### config.mk
export PLATFORM = sky130hd
export DESIGN_NAME = wlc_front
export DESIGN_NICKNAME = d
export VERILOG_FILES = /design/src/hw/rtl/assert_macros.svh /design/src/hw/rtl/wlc_pkg.sv /design/src/hw/rtl/wlc_front.sv
export SDC_FILE = /design/constraint.sdc
export NUM_CORES = 1
export LEC_CHECK = 0
export ABC_CLOCK_PERIOD_IN_PS = 7800
export BUFFER_PORTS_ARGS = -buffer_cell sky130_fd_sc_hd__buf_2
export CORE_MARGIN = 5
export CORE_UTILIZATION = 45
export CTS_CLUSTER_DIAMETER = 30
export DETAILED_ROUTE_END_ITERATION = 8
export PLACE_DENSITY = 0.61
export SYNTH_ARGS = -nofsm -noshare
export SYNTH_HDL_FRONTEND = slang
export SYNTH_SLANG_ARGS = --single-unit
### constraint.sdc
create_clock -name i_clk -period 7.8 [get_ports i_clk]
set_input_delay 0.39 -clock i_clk [delete_from_list [all_inputs] [get_ports i_clk]]
set_output_delay 0.39 -clock i_clk [all_outputs]
set_load 0.01 [all_outputs]
### src/hw/rtl/assert_macros.svh
// assertion macros shared by the window level colormap rtl
`ifndef ASSERT_MACROS_SVH
`define ASSERT_MACROS_SVH
`ifndef NO_ASSERTIONS
// property holds at every clock edge out of reset
`define WLC_ASSERT(lbl, prop, msg) \
    lbl: assert property (@(posedge i_clk) disable iff (!i_rst_n) (prop)) else $error(msg);
// pre at one edge implies post at the next edge
`define WLC_ASSERT_NEXT(lbl, pre, post, msg) \
    lbl: assert property (@(posedge i_clk) disable iff (!i_rst_n) (pre) |=> (post)) \
        else $error(msg);
`else
`define WLC_ASSERT(lbl, prop, msg)
`define WLC_ASSERT_NEXT(lbl, pre, post, msg)
`endif
`endif

### src/hw/rtl/wlc_pkg.sv
// types and constants of the window level colormap block
package wlc_pkg;

    localparam int SAMPLE_BITS    = 16;
    localparam int FLOOR_BITS     = 16;
    localparam int GAIN_BITS      = 24;
    localparam int GAIN_FRAC_BITS = 16;
    localparam int TABLE_ENTRIES  = 256;
    localparam int IDX_W          = $clog2(TABLE_ENTRIES);
    localparam int COLOR_W        = 8;

    // sample minus floor keeps one extra bit so it never wraps
    localparam int DIFF_W  = ((SAMPLE_BITS > FLOOR_BITS) ? SAMPLE_BITS : FLOOR_BITS) + 1;
    localparam int MAG_W   = DIFF_W - 1;
    localparam int PROD_W  = MAG_W + GAIN_BITS;
    localparam int SAT_LSB = GAIN_FRAC_BITS + IDX_W;

    localparam int CFG_IDX_W  = 2;
    localparam int CFG_DATA_W = GAIN_BITS;

    // both queue depths are powers of two, pointers wrap on their own
    localparam int MIDQ_DEPTH = 8;
    localparam int MIDQ_AW    = $clog2(MIDQ_DEPTH);
    localparam int MIDQ_CW    = $clog2(MIDQ_DEPTH + 1);
    localparam int OUT_DEPTH  = 4;
    localparam int OUT_AW     = $clog2(OUT_DEPTH);
    localparam int OUT_CW     = $clog2(OUT_DEPTH + 1);

    typedef enum logic [CFG_IDX_W-1:0] {
        REG_WINDOW_FLOOR = 2'd0,
        REG_SCALE_GAIN   = 2'd1
    } t_reg_idx;

    typedef enum logic {
        ACT_PIXEL       = 1'b0,
        ACT_ENTRY_WRITE = 1'b1
    } t_action;

    typedef struct packed {
        logic [COLOR_W-1:0] red;
        logic [COLOR_W-1:0] green;
        logic [COLOR_W-1:0] blue;
    } t_rgb;

    // one classified request between front and back
    typedef struct packed {
        t_action          action;
        logic [IDX_W-1:0] index;
        t_rgb             rgb;
    } t_cmd;

    typedef struct packed {
        logic               empty;
        logic [MIDQ_CW-1:0] count;
    } t_q_status;

    typedef struct packed {
        t_rgb             rgb;
        logic [IDX_W-1:0] index;
    } t_pix;

endpackage

### src/hw/rtl/wlc_front.sv
// front end: accepts requests, windows and scales the sample, clamps the index
module wlc_front (
    input  logic                                 i_clk,
    input  logic                                 i_rst_n,
    input  logic                                 i_push,
    output logic                                 o_full,
    input  logic                                 i_action,
    input  logic signed [wlc_pkg::SAMPLE_BITS-1:0] i_sample,
    input  logic [wlc_pkg::IDX_W-1:0]            i_entry_index,
    input  logic [wlc_pkg::COLOR_W-1:0]          i_entry_red,
    input  logic [wlc_pkg::COLOR_W-1:0]          i_entry_green,
    input  logic [wlc_pkg::COLOR_W-1:0]          i_entry_blue,
    input  logic signed [wlc_pkg::FLOOR_BITS-1:0] i_window_floor,
    input  logic [wlc_pkg::GAIN_BITS-1:0]        i_scale_gain,
    input  wlc_pkg::t_q_status                   i_q_status,
    output logic                                 o_q_push,
    output wlc_pkg::t_cmd                        o_q_cmd
);

    logic                                r_f1_valid;
    logic                                n_f1_valid;
    wlc_pkg::t_cmd                       r_f1_cmd;
    logic signed [wlc_pkg::DIFF_W-1:0]   r_f1_diff;
    logic signed [wlc_pkg::DIFF_W-1:0]   n_f1_diff;
    logic                                r_f2_valid;
    wlc_pkg::t_cmd                       r_f2_cmd;
    logic [wlc_pkg::PROD_W-1:0]          r_f2_prod;
    logic [wlc_pkg::PROD_W-1:0]          n_f2_prod;
    logic [wlc_pkg::MAG_W-1:0]           w_mag;
    logic                                w_positive;
    logic [wlc_pkg::MIDQ_CW-1:0]         w_used;
    logic [wlc_pkg::IDX_W-1:0]           w_index;

    // slots already promised to the queue: its fill plus both stages
    assign w_used = i_q_status.count + wlc_pkg::MIDQ_CW'(r_f1_valid)
                  + wlc_pkg::MIDQ_CW'(r_f2_valid);
    assign o_full = (w_used >= wlc_pkg::MIDQ_CW'(wlc_pkg::MIDQ_DEPTH));
    assign n_f1_valid = i_push && !o_full;

    assign n_f1_diff =
        {{(wlc_pkg::DIFF_W-wlc_pkg::SAMPLE_BITS){i_sample[wlc_pkg::SAMPLE_BITS-1]}}, i_sample}
      - {{(wlc_pkg::DIFF_W-wlc_pkg::FLOOR_BITS){i_window_floor[wlc_pkg::FLOOR_BITS-1]}},
         i_window_floor};

    assign w_positive = !r_f1_diff[wlc_pkg::DIFF_W-1] && (r_f1_diff != '0);
    assign w_mag      = r_f1_diff[wlc_pkg::MAG_W-1:0];
    assign n_f2_prod  = w_positive
        ? ({{wlc_pkg::GAIN_BITS{1'b0}}, w_mag} * {{wlc_pkg::MAG_W{1'b0}}, i_scale_gain})
        : '0;

    // floor is the shift, anything above the index field saturates
    assign w_index = (|r_f2_prod[wlc_pkg::PROD_W-1:wlc_pkg::SAT_LSB])
        ? {wlc_pkg::IDX_W{1'b1}}
        : r_f2_prod[wlc_pkg::SAT_LSB-1:wlc_pkg::GAIN_FRAC_BITS];

    always_ff @(posedge i_clk) begin
        if (!i_rst_n) begin
            r_f1_valid <= 1'b0;
            r_f2_valid <= 1'b0;
        end else begin
            r_f1_valid <= n_f1_valid;
            r_f2_valid <= r_f1_valid;
        end
    end

    always_ff @(posedge i_clk) begin
        r_f1_cmd.action    <= wlc_pkg::t_action'(i_action);
        r_f1_cmd.index     <= i_entry_index;
        r_f1_cmd.rgb.red   <= i_entry_red;
        r_f1_cmd.rgb.green <= i_entry_green;
        r_f1_cmd.rgb.blue  <= i_entry_blue;
        r_f1_diff          <= n_f1_diff;
        r_f2_cmd           <= r_f1_cmd;
        r_f2_prod          <= n_f2_prod;
    end

    always_comb begin
        o_q_cmd = r_f2_cmd;
        if (r_f2_cmd.action == wlc_pkg::ACT_PIXEL) begin
            o_q_cmd.index = w_index;
        end
    end
    assign o_q_push = r_f2_valid;

endmodule

==> qor.txt <==
Number of enable flip-flop cells after synthesis - 0
CTS Buf Count - 9
Setup TNS - 0 ns
Layout Nets - 2298
CTS tree - yes
Worst-case reg-to-reg path depth - 21
Seq/Total Area, Yosys - 14.1%
Worst Path Max Fanout - 19
Ys async rst share - 0%
Placed Cells - 2213
Final Hold Fails - 0
Drt pass-1 iters - 4
Clk buf depth - 2
Post-cts sizing count - 0
Required @ worst endpoint - 8.04 ns
YS warnings - 0
Slew Limit Fails - 0
Cts hold-fix bufs - 0
Total gr overflow - 0
Clk slew on worst S/H paths - 0.07 ns
RePlAce Congestion - 0.828
Dominant cells by area after synthesis - fa_1, dfxtp_1, ha_1, inv_1, and2_1
Cell variety after synth - 59
Hold Path Cell Cnt - 1
DRC Markers - 0
Clock Sinks - 109
Syn Nets - 2230
Status - finished, final reports clean
DPL Wire Length - 28400 um
Global-route wire length before repair - 62200 um
Max Fclk - 144 MHz
#FFs+latches synth - 109
Post-DR vias/cell - 5.06
Rows - 68
Layout cells sized above 1 - 9.87%
WHS - 0.125 ns
Combinational family with the most area after synthesis - adder cells
Setup Buffers After CTS - 0
Violation count after the first detailed-route iteration - 595
Synth Area in Adders - 49.8%
# IOs - 132
Vias in the first global route - 12700
Final period util - 89.2%
DIE WIDTH - 196 um
Final setup viols - 0
Antenna viol nets, final - 0
Simple-gate share of the synthesized area - 17.5%
Core area - 34300 um2
Root buf cell - clkbuf_16
Fin Clk Skew - 0.0127 ns
Layout Cells excl Fill - 2228
Critical path arrival - 7.20 ns
Max-Cap Viols - 0
Mapped Area - 15500 um2
Hold Path End - r_f1_cmd[29]
GRT Util Overall - 20.1%
Largest area contributor in the netlist - fa_1
Antenna violations before repair - 0
Yosys top cell area share - 39.7%
Hold Crit Class - primary input to register
DR vias - 11300
Post-Syn Area per Cell - 9.11 um2
Die Height - 196 um
Compound-cell area share of the yosys netlist - 5.70%
Hold Startpoint - i_entry_index[5]
WS Path Type - register to register
Full die area - 38200 um2
FILL cells - 3301
Initial Utilization - 45.2%
R2R Path Start - r_f1_diff[3]
Clk Latency, worst-skew pair - 0.36 ns
Largest net degree at the start of global routing - 26
Final wirelength - 36200 um
Mux contribution to synthesized area - 0%
# port buffers - 130
Tmin final - 6.95 ns
Area Growth Syn to Fin - 7.87%
Antenna Diode Count - 0
FF-to-FF End - r_f2_prod[35]
CP Capture Type - register
Most common flop cell mapped by yosys - dfxtp_1
RSZ-0062 raised after global routing - no
Worst slew pin tran - 1.15 ns
Startpoint types - register
Synth Area in XOR/XNOR - 0.961%
Worst reg2reg setup slack - 0.85 ns
Slew headroom - 23.1%
DR WL/cell - 16.3 um
Post-synthesis cell count - 1701
H-tree depth - 3
==> through the flow <==
| stage | area [um2] | worst slack (ns) | utilization [%] |
|---|---|---|---|
| 4_1_cts | 16700 | 0.932 | 48.7 |
| 3_3_place_gp | 16400 | 1.01 | 47.8 |
| 2_1_floorplan | 15500 | 1.75 | - |
| 3_5_place_dp | 16400 | 0.936 | 47.8 |
| 5_1_grt | 16700 | 0.665 | 48.7 |
| 6_report | 16700 | 0.846 | 48.7 |
==> cells in the final DEF (no fill, tap or decap), types with 12 or more instances in the layout <==
master / count
nand3_1: 17
xnor2_1: 13
o21ai_0: 25
fa_1: 307
a21oi_1: 34
buf_4: 16
buf_2: 130
ha_1: 125
nor3_1: 18
and2_1: 160
dfxtp_1: 109
a21o_1: 14
nor4_1: 12
nor2_1: 44
inv_1: 380
nand2_1: 246
==> registers in the layout (all words and copies together), names as in the netlist <==
register / count
r_f2_cmd: 8
o_q_push: 1
r_f2_prod: 24
r_f1_diff: 17
o_q_cmd: 25
r_f1_valid: 1
r_f1_cmd: 33
==> synthesized netlist by cell type (2+ instances only) <==
| master | number |
|---|---|
| nor2_1 | 44 |
| o21a_1 | 4 |
| or2_2 | 2 |
| o31ai_1 | 4 |
| a21boi_0 | 4 |
| and3_2 | 3 |
| a41o_1 | 2 |
| nand4b_1 | 2 |
| and4_1 | 2 |
| inv_1 | 380 |
| clkbuf_1 | 63 |
| xnor2_1 | 13 |
| ha_1 | 125 |
| xor2_1 | 4 |
| nor3b_1 | 5 |
| nor3_1 | 18 |
| nand2_1 | 246 |
| fa_1 | 307 |
| a21o_1 | 14 |
| nand3_1 | 17 |
| nand3b_1 | 2 |
| or3_1 | 5 |
| and2_1 | 160 |
| o21ai_0 | 25 |
| nor4_1 | 12 |
| o31a_1 | 2 |
| a41oi_1 | 3 |
| nand4_1 | 6 |
| a211oi_1 | 7 |
| buf_4 | 25 |
| o211ai_1 | 4 |
| a21oi_1 | 34 |
| a31o_2 | 2 |
| nor2b_1 | 7 |
| a2111oi_4 | 2 |
| a31oi_1 | 5 |
| a211o_1 | 2 |
| and3_1 | 9 |
| o211a_1 | 2 |
| dfxtp_1 | 109 |
==> logic make-up (layout without fill, tap and decap cells) <==
kind of cell	count (synthesis)	in the layout
flops	109	109
compound gates	127	127
buf+inv	469	541
fa+ha+maj	432	432
simple gates	547	547
xor+xnor	17	17
==> critical path, cell delays in order (launching register included) <==
cell      delay, ns
dfxtp_1        1.08
nand2_1        0.15
fa_1           0.53
inv_1          0.05
fa_1           0.53
inv_1          0.06
fa_1           0.49
inv_1          0.05
fa_1           0.50
fa_1           0.50
inv_1          0.05
fa_1           0.51
inv_1          0.06
ha_1           0.42
nand4_1        0.18
or2_2          0.33
o32ai_1        0.33
o22a_2         0.26
nand4_4        0.14
a21boi_0       0.32
o21ai_0        0.12
nor3b_2        0.16
==> layer usage <==
metal  global-route usage [%]  part of all wire, %
met1                     25.3                   42
met3                     2.35                  3.9
met4                     6.41                  2.7
met5                        0                    0
met2                     36.0                   51
==> cell type report <==
class / instances / area, um2 / area share (%)
Clock buffer: 9 / 225 / 1.35
Multi-Input combinational cell: 1123 / 11500 / 68.5
Inverter: 380 / 1430 / 8.53
Clock inverter: 6 / 82.6 / 0.494
Timing Repair Buffer: 146 / 771 / 4.61
Tap cell: 455 / 569 / 3.41
Sequential cell: 109 / 2180 / 13.1
==> worst max-delay path by stage <==
stage / from / end / slack, ns
final: r_f1_diff[3] / r_f2_prod[35] / 0.85
after global routing: r_f1_diff[11] / r_f2_prod[35] / 0.66
after CTS: r_f1_diff[3] / r_f2_prod[35] / 0.93
after detailed placement: r_f1_diff[3] / r_f2_prod[35] / 0.94
after global placement: r_f1_diff[1] / r_f2_prod[37] / 1.01
after floorplan: r_f1_diff[7] / r_f2_prod[37] / 1.75
Power is left out: the tool's default activity adds up to more than one toggle a clock period on the data nets, which glitch-free logic cannot reach.
