===== config.mk =====
export PLATFORM = sky130hd
export DESIGN_NAME = wlc_midq
export DESIGN_NICKNAME = d
export VERILOG_FILES = /design/src/hw/rtl/assert_macros.svh /design/src/hw/rtl/wlc_pkg.sv /design/src/hw/rtl/wlc_midq.sv
export SDC_FILE = /design/constraint.sdc
export NUM_CORES = 1
export LEC_CHECK = 0
export BUFFER_PORTS_ARGS = -buffer_cell sky130_fd_sc_hd__buf_2
export CAP_MARGIN = 10
export CORE_ASPECT_RATIO = 0.8
export CORE_MARGIN = 2
export CORE_UTILIZATION = 40
export CTS_CLUSTER_SIZE = 25
export DETAILED_ROUTE_END_ITERATION = 7
export GPL_ROUTABILITY_DRIVEN = 0
export HOLD_SLACK_MARGIN = 0.12
export PLACE_DENSITY = 0.7
export SYNTH_ARGS = -nofsm -noshare
export SYNTH_HDL_FRONTEND = slang
export SYNTH_SLANG_ARGS = --single-unit

===== constraint.sdc =====
create_clock -name i_clk -period 3.7 [get_ports i_clk]
set_input_delay 1.11 -clock i_clk [delete_from_list [all_inputs] [get_ports i_clk]]
set_output_delay 1.11 -clock i_clk [all_outputs]
set_load 0.03 [all_outputs]

===== src/hw/rtl/assert_macros.svh =====
// assertion macros shared by the window level colormap rtl
`ifndef ASSERT_MACROS_SVH
`define ASSERT_MACROS_SVH
`ifndef NO_ASSERTIONS
// property holds at every clock edge out of reset
`define WLC_ASSERT(lbl, prop, msg) \
    lbl: assert property (@(posedge i_clk) disable iff (!i_rst_n) (prop)) else $error(msg);
// pre at one edge implies post at the next edge
`define WLC_ASSERT_NEXT(lbl, pre, post, msg) \
    lbl: assert property (@(posedge i_clk) disable iff (!i_rst_n) (pre) |=> (post)) \
        else $error(msg);
`else
`define WLC_ASSERT(lbl, prop, msg)
`define WLC_ASSERT_NEXT(lbl, pre, post, msg)
`endif
`endif


===== src/hw/rtl/wlc_pkg.sv =====
// types and constants of the window level colormap block
package wlc_pkg;

    localparam int SAMPLE_BITS    = 16;
    localparam int FLOOR_BITS     = 16;
    localparam int GAIN_BITS      = 24;
    localparam int GAIN_FRAC_BITS = 16;
    localparam int TABLE_ENTRIES  = 256;
    localparam int IDX_W          = $clog2(TABLE_ENTRIES);
    localparam int COLOR_W        = 8;

    // sample minus floor keeps one extra bit so it never wraps
    localparam int DIFF_W  = ((SAMPLE_BITS > FLOOR_BITS) ? SAMPLE_BITS : FLOOR_BITS) + 1;
    localparam int MAG_W   = DIFF_W - 1;
    localparam int PROD_W  = MAG_W + GAIN_BITS;
    localparam int SAT_LSB = GAIN_FRAC_BITS + IDX_W;

    localparam int CFG_IDX_W  = 2;
    localparam int CFG_DATA_W = GAIN_BITS;

    // both queue depths are powers of two, pointers wrap on their own
    localparam int MIDQ_DEPTH = 8;
    localparam int MIDQ_AW    = $clog2(MIDQ_DEPTH);
    localparam int MIDQ_CW    = $clog2(MIDQ_DEPTH + 1);
    localparam int OUT_DEPTH  = 4;
    localparam int OUT_AW     = $clog2(OUT_DEPTH);
    localparam int OUT_CW     = $clog2(OUT_DEPTH + 1);

    typedef enum logic [CFG_IDX_W-1:0] {
        REG_WINDOW_FLOOR = 2'd0,
        REG_SCALE_GAIN   = 2'd1
    } t_reg_idx;

    typedef enum logic {
        ACT_PIXEL       = 1'b0,
        ACT_ENTRY_WRITE = 1'b1
    } t_action;

    typedef struct packed {
        logic [COLOR_W-1:0] red;
        logic [COLOR_W-1:0] green;
        logic [COLOR_W-1:0] blue;
    } t_rgb;

    // one classified request between front and back
    typedef struct packed {
        t_action          action;
        logic [IDX_W-1:0] index;
        t_rgb             rgb;
    } t_cmd;

    typedef struct packed {
        logic               empty;
        logic [MIDQ_CW-1:0] count;
    } t_q_status;

    typedef struct packed {
        t_rgb             rgb;
        logic [IDX_W-1:0] index;
    } t_pix;

endpackage


===== src/hw/rtl/wlc_midq.sv =====
// short request queue between the front end and the table back end
module wlc_midq (
    input  logic               i_clk,
    input  logic               i_rst_n,
    input  logic               i_push,
    input  wlc_pkg::t_cmd      i_cmd,
    input  logic               i_pop,
    output wlc_pkg::t_cmd      o_cmd,
    output wlc_pkg::t_q_status o_status
);

    wlc_pkg::t_cmd               r_mem [wlc_pkg::MIDQ_DEPTH];
    logic [wlc_pkg::MIDQ_AW-1:0] r_wptr;
    logic [wlc_pkg::MIDQ_AW-1:0] r_rptr;
    logic [wlc_pkg::MIDQ_CW-1:0] r_count;
    logic [wlc_pkg::MIDQ_CW-1:0] n_count;

    always_comb begin
        n_count = r_count;
        case ({i_push, i_pop})
            2'b10:   n_count = r_count + 1'b1;
            2'b01:   n_count = r_count - 1'b1;
            default: n_count = r_count;
        endcase
    end

    always_ff @(posedge i_clk) begin
        if (!i_rst_n) begin
            r_wptr  <= '0;
            r_rptr  <= '0;
            r_count <= '0;
        end else begin
            r_count <= n_count;
            if (i_push) begin
                r_wptr <= r_wptr + 1'b1;
            end
            if (i_pop) begin
                r_rptr <= r_rptr + 1'b1;
            end
        end
    end

    always_ff @(posedge i_clk) begin
        if (i_push) begin
            r_mem[r_wptr] <= i_cmd;
        end
    end

    assign o_cmd          = r_mem[r_rptr];
    assign o_status.empty = (r_count == '0);
    assign o_status.count = r_count;

endmodule


==> out/qor.yml, run 1 <==
antenna_found_initial: 1
crit_path_max_incr_delay_ps: 660
cts_hold_buf: 0
setup_viol: 0
areaGrowthSynthToFinish_pct: 17.44
setup_tns_ps: 0
place_hpwl_um: 11600
clkPwrFrac_pct: 38.2
grt_pass1_vias: 5168
power.leakage_uw: 0.003993
worstMarginPinSlew_ps: 488.3
stdcell_area_sq_mm: 0.01241
met3_usage_pct: 2.881
drt_iter0_drc: 346
p_seq_share_pct: 51.8
cp_slowest_cell: "dfxtp_4"
layout-drive-gt1-share_pct: 40.81
cts_resized: 0
initial_core_util_pct: 40.44
avgRoutedWirePerCell_um: 21.31
die_height_um: 149.4
rsz0062_at_grt: "no"
firstDrtPassIters: 4
use_met1_pct: 18.80
p_per_area_mw_per_mm2: 555.6
vdd_ir_drop_max_mv: 0.3984
vias: 4740
finalHoldViolations: 0
grt_pass1_wl_um: 30060
skew_ps: 13.23
cts_sinks: 277
crit_chain: "buf_12 > mux4_2 > mux2_2 > buf_2"
die-area_sq_mm: 0.02774
ys.flop_type: "edfxtp_1"
grt_max_degree: 35
total_power_uw: 6894
cts_setup_buffers: 0
fillCellCount: 2165
start_kind: "register"
timing.rr.start: "r_wptr[0]"
place_ws_ps: 782.5
final_max_slew_viol_count: 0
worstPathArrival_ps: 2330
synth_seq_cells: 277
clockBufferDepth: 3
max_freq_mhz: 291.1
ant_nets: 0
slew_headroom_pct: 67.44
comb_power_share_pct: 10.0
criticalPathCategory: "reg -> out"
netlist_area_sq_mm: 0.01057
hold_path_class: "reg -> reg"
worstPathRequired_ps: 2590
cts_max_level: 1
placed_cell_area_sq_mm: 0.01155
remaining_drc_errors: 0
netlist_instances: 450
final_cell_mix: "edfxtp_1, buf_2, mux4_2, mux2_2, clkbuf_16"
final_nets: 593
period_share_pct: 92.85
hold_path.startpoint: "r_count[3]"
chipWidth_um: 185.7
fin_crit_ps: 3436
seqCellArea_sq_mm: 0.008197
synthArstFlopShare_pct: 0
numCtsBuffers: 27
portBuffers: 74
end_kind: "output port"
cts.clk_slew.worst_paths_ps: 60
final_util_pct: 47.49
grt-ovfl-total: 0
busiest_layer: "met2"
cts-root-buf: "clkbuf_16"
ys_types: 28
internal_power_uw: 5354
yosysWarnings: 0
num_rows: 53
switching_share_pct: 22.34
status: "finished clean"
synth-edff-count: 264
use_met2_pct: 25.72
syn_nets: 492
wl_um: 19800
syn_avg_cell_area_sq_um: 23.48
fin_ws_ps: 264.4
cts_tree: "done"
io_pins: 75
clock_latency_ps: 530
p_sw_uw: 1540
path_max_fanout: 34
core_area_sq_mm: 0.02613
routed_via_density: 5.102
drv_cap: 0
seq_area_frac_synth_pct: 77.50
final_common_cell: "edfxtp_1"
multi_input_area_sq_mm: 0.002321
grt_util_all_layers_pct: 14.68
## worst paths after layout
check | endpoint | slack (ps) | cells after the start
max | o_cmd[31] | 260 | 4
min | r_count[3] | 490 | 2
max reg2reg | r_mem[7][5] | 1890 | 3
min reg2reg | r_count[3] | 490 | 2
## layout make-up
| cell class | instances | share of cell area (%) |
|---|---|---|
| multi-input combinational | 152 | 18.71 |
| clock inverter | 20 | 1.402 |
| tap | 357 | 3.600 |
| sequential | 277 | 66.06 |
| inverter | 1 | 0.03025 |
| clock buffer | 29 | 5.506 |
| timing repair buffer | 92 | 4.679 |
| antenna | 1 | 0.02017 |
## Yosys cell counts, types with 4 or more instances
cell / n / area share [%]
xor2_1: 4 / 0.33
and2_1: 6 / 0.36
mux2_2: 34 / 3.6
edfxtp_1: 264 / 75
buf_6: 5 / 0.53
clkbuf_1: 8 / 0.28
mux4_1: 6 / 1.5
nand2b_1: 4 / 0.24
ha_1: 5 / 0.59
buf_2: 6 / 0.28
mux4_2: 60 / 13
nor2_1: 6 / 0.21
nand2_1: 6 / 0.21
mux2i_1: 4 / 0.38
dfxtp_1: 13 / 2.5
## power groups by stage
stage	logic, uW	clock network [uW]	registers [uW]
detailed placement	699	0	3640
global placement	683	0	3630
CTS	702	2700	3570
floorplan	482	0	3630
finish	687	2630	3570
global route	742	2820	3580
## cells by family after synthesis
group / share of synthesized area [%]
and+or+nand+nor: 1.540
adders and majority gates: 0.5921
buffers and inverters: 1.172
DFF: 77.50
muxes: 18.29
AOI/OAI and AO/OA: 0.3316
xor gates and xnor gates: 0.5803
## state kept, by name, indices dropped and copies added (netlist names), named ones only
name and cells:
r_rptr 3, r_count 4, r_mem 264, r_wptr 3
## per-stage QoR
step                instances  hold slack (ps)
finish                    929            493.7
global route              928            518.7
CTS                       928            501.8
detailed placement        879            491.9
global placement          879            470.6
floorplan                 450            512.5
## per-layer routing
layer | up-vias | wire (um)
met5 | - | 0
li1 | 2099 | -
met1 | 2471 | 7941
met3 | 36 | 1322
met2 | 134 | 10110
met4 | 0 | 425
## worst max-delay path: cells and delay by family, from the launching register on
family | cells | cell delay (ps)
flops | 1 | 660
buf+inv | 2 | 470
mux | 2 | 630
No activity file was read; power rests on OpenSTA's default activity.
==> inputs of run 2 (changes only) <==
--- a/config.mk
+++ b/config.mk
@@ -5,6 +5,7 @@
 export SDC_FILE = /design/constraint.sdc
 export NUM_CORES = 1
 export LEC_CHECK = 0
+export ABC_AREA = 1
 export BUFFER_PORTS_ARGS = -buffer_cell sky130_fd_sc_hd__buf_2
 export CAP_MARGIN = 10
 export CORE_ASPECT_RATIO = 0.8
==> out/qor.yml, run 2 <==
cts_tree: "done"
wl_um: 22700  # +15%
ant_nets: 0  # unchanged
clock_latency_ps: 540  # about the same
synth_common_cells: "edfxtp_1, nor2_1, nand2_1"
io_pins: 75  # unchanged
power.leakage_uw: 0.004403  # +10%
max_freq_mhz: 288.0  # -1.1%
rsz0062_at_grt: "no"
synth-edff-count: 264  # unchanged
routed_via_density: 5.044  # -1.1%
place_ws_ps: 782.7  # +0.1820 ps
seqCellArea_sq_mm: 0.008197  # unchanged
cts_max_level: 1  # unchanged
worstPathArrival_ps: 2360  # +30 ps
num_rows: 54  # +1.9%
die_height_um: 151.8  # +1.6%
synth_seq_cells: 277  # unchanged
final_cell_mix: "edfxtp_1, nor2_1, nand2_1, buf_2, o21ai_0"
fin_crit_ps: 3473  # +37.03 ps
slew_headroom_pct: 51.76  # -16 points
synth_top_cell_by_area: "edfxtp_1"
fin_ws_ps: 227.3  # -37.03 ps
vdd_ir_drop_max_mv: 0.4264  # +7.0%
avgRoutedWirePerCell_um: 17.61  # -17%
drt_iter0_drc: 560  # +62%
cp_slowest_cell: "dfxtp_4"
dp_cells: 1237  # +41%
antenna_found_initial: 4  # +3
period_share_pct: 93.86  # +1.0 points
use_met2_pct: 25.05  # -0.67 points
areaGrowthSynthToFinish_pct: 15.58
portBuffers: 74  # unchanged
met3_usage_pct: 2.980  # +0.099 points
hold_path_class: "reg -> reg"
setup_viol: 0  # unchanged
chipWidth_um: 188.8  # +1.6%
ys.flop_type: "edfxtp_1"
largestRegisters: "r_mem x264, r_count x4"
synth_top_area_share_pct: 72.57  # -2.5 points
finalHoldViolations: 0  # unchanged
stdcell_area_sq_mm: 0.01263  # +1.8%
syn_avg_cell_area_sq_um: 13.21  # -44%
drv_cap: 0  # unchanged
grt_pass1_vias: 6324  # +22%
vias: 6502  # +37%
die-area_sq_mm: 0.02866  # +3.3%
cts.clk_slew.worst_paths_ps: 60  # about the same
ys_top_cells_by_area: "edfxtp_1, nor2_1, nand2_1"
synthArstFlopShare_pct: 0  # unchanged
status: "finished clean"
yosysWarnings: 0  # unchanged
end_kind: "output port"
seq_area_frac_synth_pct: 74.95  # -2.5 points
remaining_drc_errors: 0  # unchanged
cts_setup_buffers: 0  # unchanged
instances_no_fill: 1289  # +39%
netlist_area_sq_mm: 0.01092  # +3.4%
numCtsBuffers: 27  # unchanged
firstDrtPassIters: 5  # +1
core_area_sq_mm: 0.02709  # +3.7%
ys_types: 24  # -14%
netlist_instances: 827  # +84%
worstMarginPinSlew_ps: 721.8  # +233.5 ps
final_nets: 944  # +59%
grt_util_all_layers_pct: 15.66  # +0.98 points
path_max_fanout: 39  # +15%
place_hpwl_um: 12780  # +10%
syn_nets: 869  # +77%
crit_chain: "buf_4 > nor2_1 > nor2_1 > o21ai_1 > o21ai_1 > nand2_1 > nand2_1 > buf_2"
grt_max_degree: 69  # +97%
final_common_cell: "edfxtp_1"
placed_cell_area_sq_mm: 0.01176  # +1.8%
multi_input_area_sq_mm: 0.002444  # +5.3%
largest_reg_flops: 264  # unchanged
skew_ps: 20.43  # +7.203 ps
grt-ovfl-total: 0  # unchanged
clockBufferDepth: 3  # unchanged
criticalPathCategory: "reg -> out"
cts-root-buf: "clkbuf_16"
worstPathRequired_ps: 2590  # about the same
largest-register: "r_mem"
start_kind: "register"
synth.most_common_cell: "edfxtp_1"
cts_resized: 0  # unchanged
use_met1_pct: 22.41  # +3.6 points
setup_tns_ps: 0  # unchanged
final_max_slew_viol_count: 0  # unchanged
fillCellCount: 2358  # +8.9%
busiest_layer: "met2"
grt_pass1_wl_um: 35290  # +17%
initial_core_util_pct: 40.32  # -0.12 points
crit_path_max_incr_delay_ps: 560  # -100 ps
layout-drive-gt1-share_pct: 15.71  # -25 points
cts_sinks: 277  # unchanged
p_per_area_mw_per_mm2: 554.1  # -0.26%
cts_hold_buf: 0  # unchanged
-- run 2: path summary, 6_finish.rpt --
| path | startpoint | endpoint | slack (ps) | cells past startpoint |
|---|---|---|---|---|
| setup / recovery | register | o_cmd[10] | 230 | 8 |
| hold / removal | r_wptr[0] | r_wptr[0] | 500 | 2 |
| setup reg to reg | r_wptr[0] | r_mem[2][27] | 1800 | 3 |
| hold reg to reg | r_wptr[0] | r_wptr[0] | 500 | 2 |
-- run 2: worst max-delay path: cells and delay by family, from the launching register on --
family,cells,cell delay (ps)
buf+inv,2,670
simple gates,4,420
compound gates,2,150
flops,1,560
-- run 2: logic make-up (layout without fill, tap and decap cells) --
logic type      count (synthesis)  after routing  share of synthesized area [%]
fa+ha+maj                       5              5                         0.5727
buf+inv                        60            156                          3.230
simple gates                  270            270                          9.369
other cells                     0              2                              0
mux                            33             33                          3.024
xor+xnor                        4              4                         0.3208
compound gates                178            178                          8.533
flops                         277            277                          74.95
-- run 2: metal layers --
| layer | wire (um) | part of all wire (%) |
|---|---|---|
| met5 | 23 | 0.10 |
| met4 | 403 | 1.8 |
| met3 | 1275 | 5.6 |
| met2 | 10590 | 47 |
| met1 | 10410 | 46 |
-- run 2: power by group --
part,total (uW),internal [uW],switching (uW)
clock network,2690,1550,1130
registers,3560,3510,49.4
logic,748,231,517
total,7000,5300,1700
-- run 2: layout make-up --
type | count | area share (%)
clock buffer | 32 | 5.500
antenna | 2 | 0.03964
sequential | 277 | 64.92
clock inverter | 18 | 1.348
multi-input combinational | 490 | 19.35
tap | 364 | 3.607
timing repair buffer | 92 | 4.796
inverter | 14 | 0.4360
-- run 2: stage by stage --
| stage | total power (uW) | hold slack [ps] | utilization, % |
|---|---|---|---|
| 3_5_place_dp | 4384 | 490.6 | 43.39 |
| 2_1_floorplan | 4148 | 470.0 | - |
| 4_1_cts | 7061 | 501.0 | 46.58 |
| 6_report | 6996 | 498.0 | 46.60 |
| 3_3_place_gp | 4367 | 487.3 | 43.39 |
| 5_1_grt | 7254 | 527.2 | 46.58 |
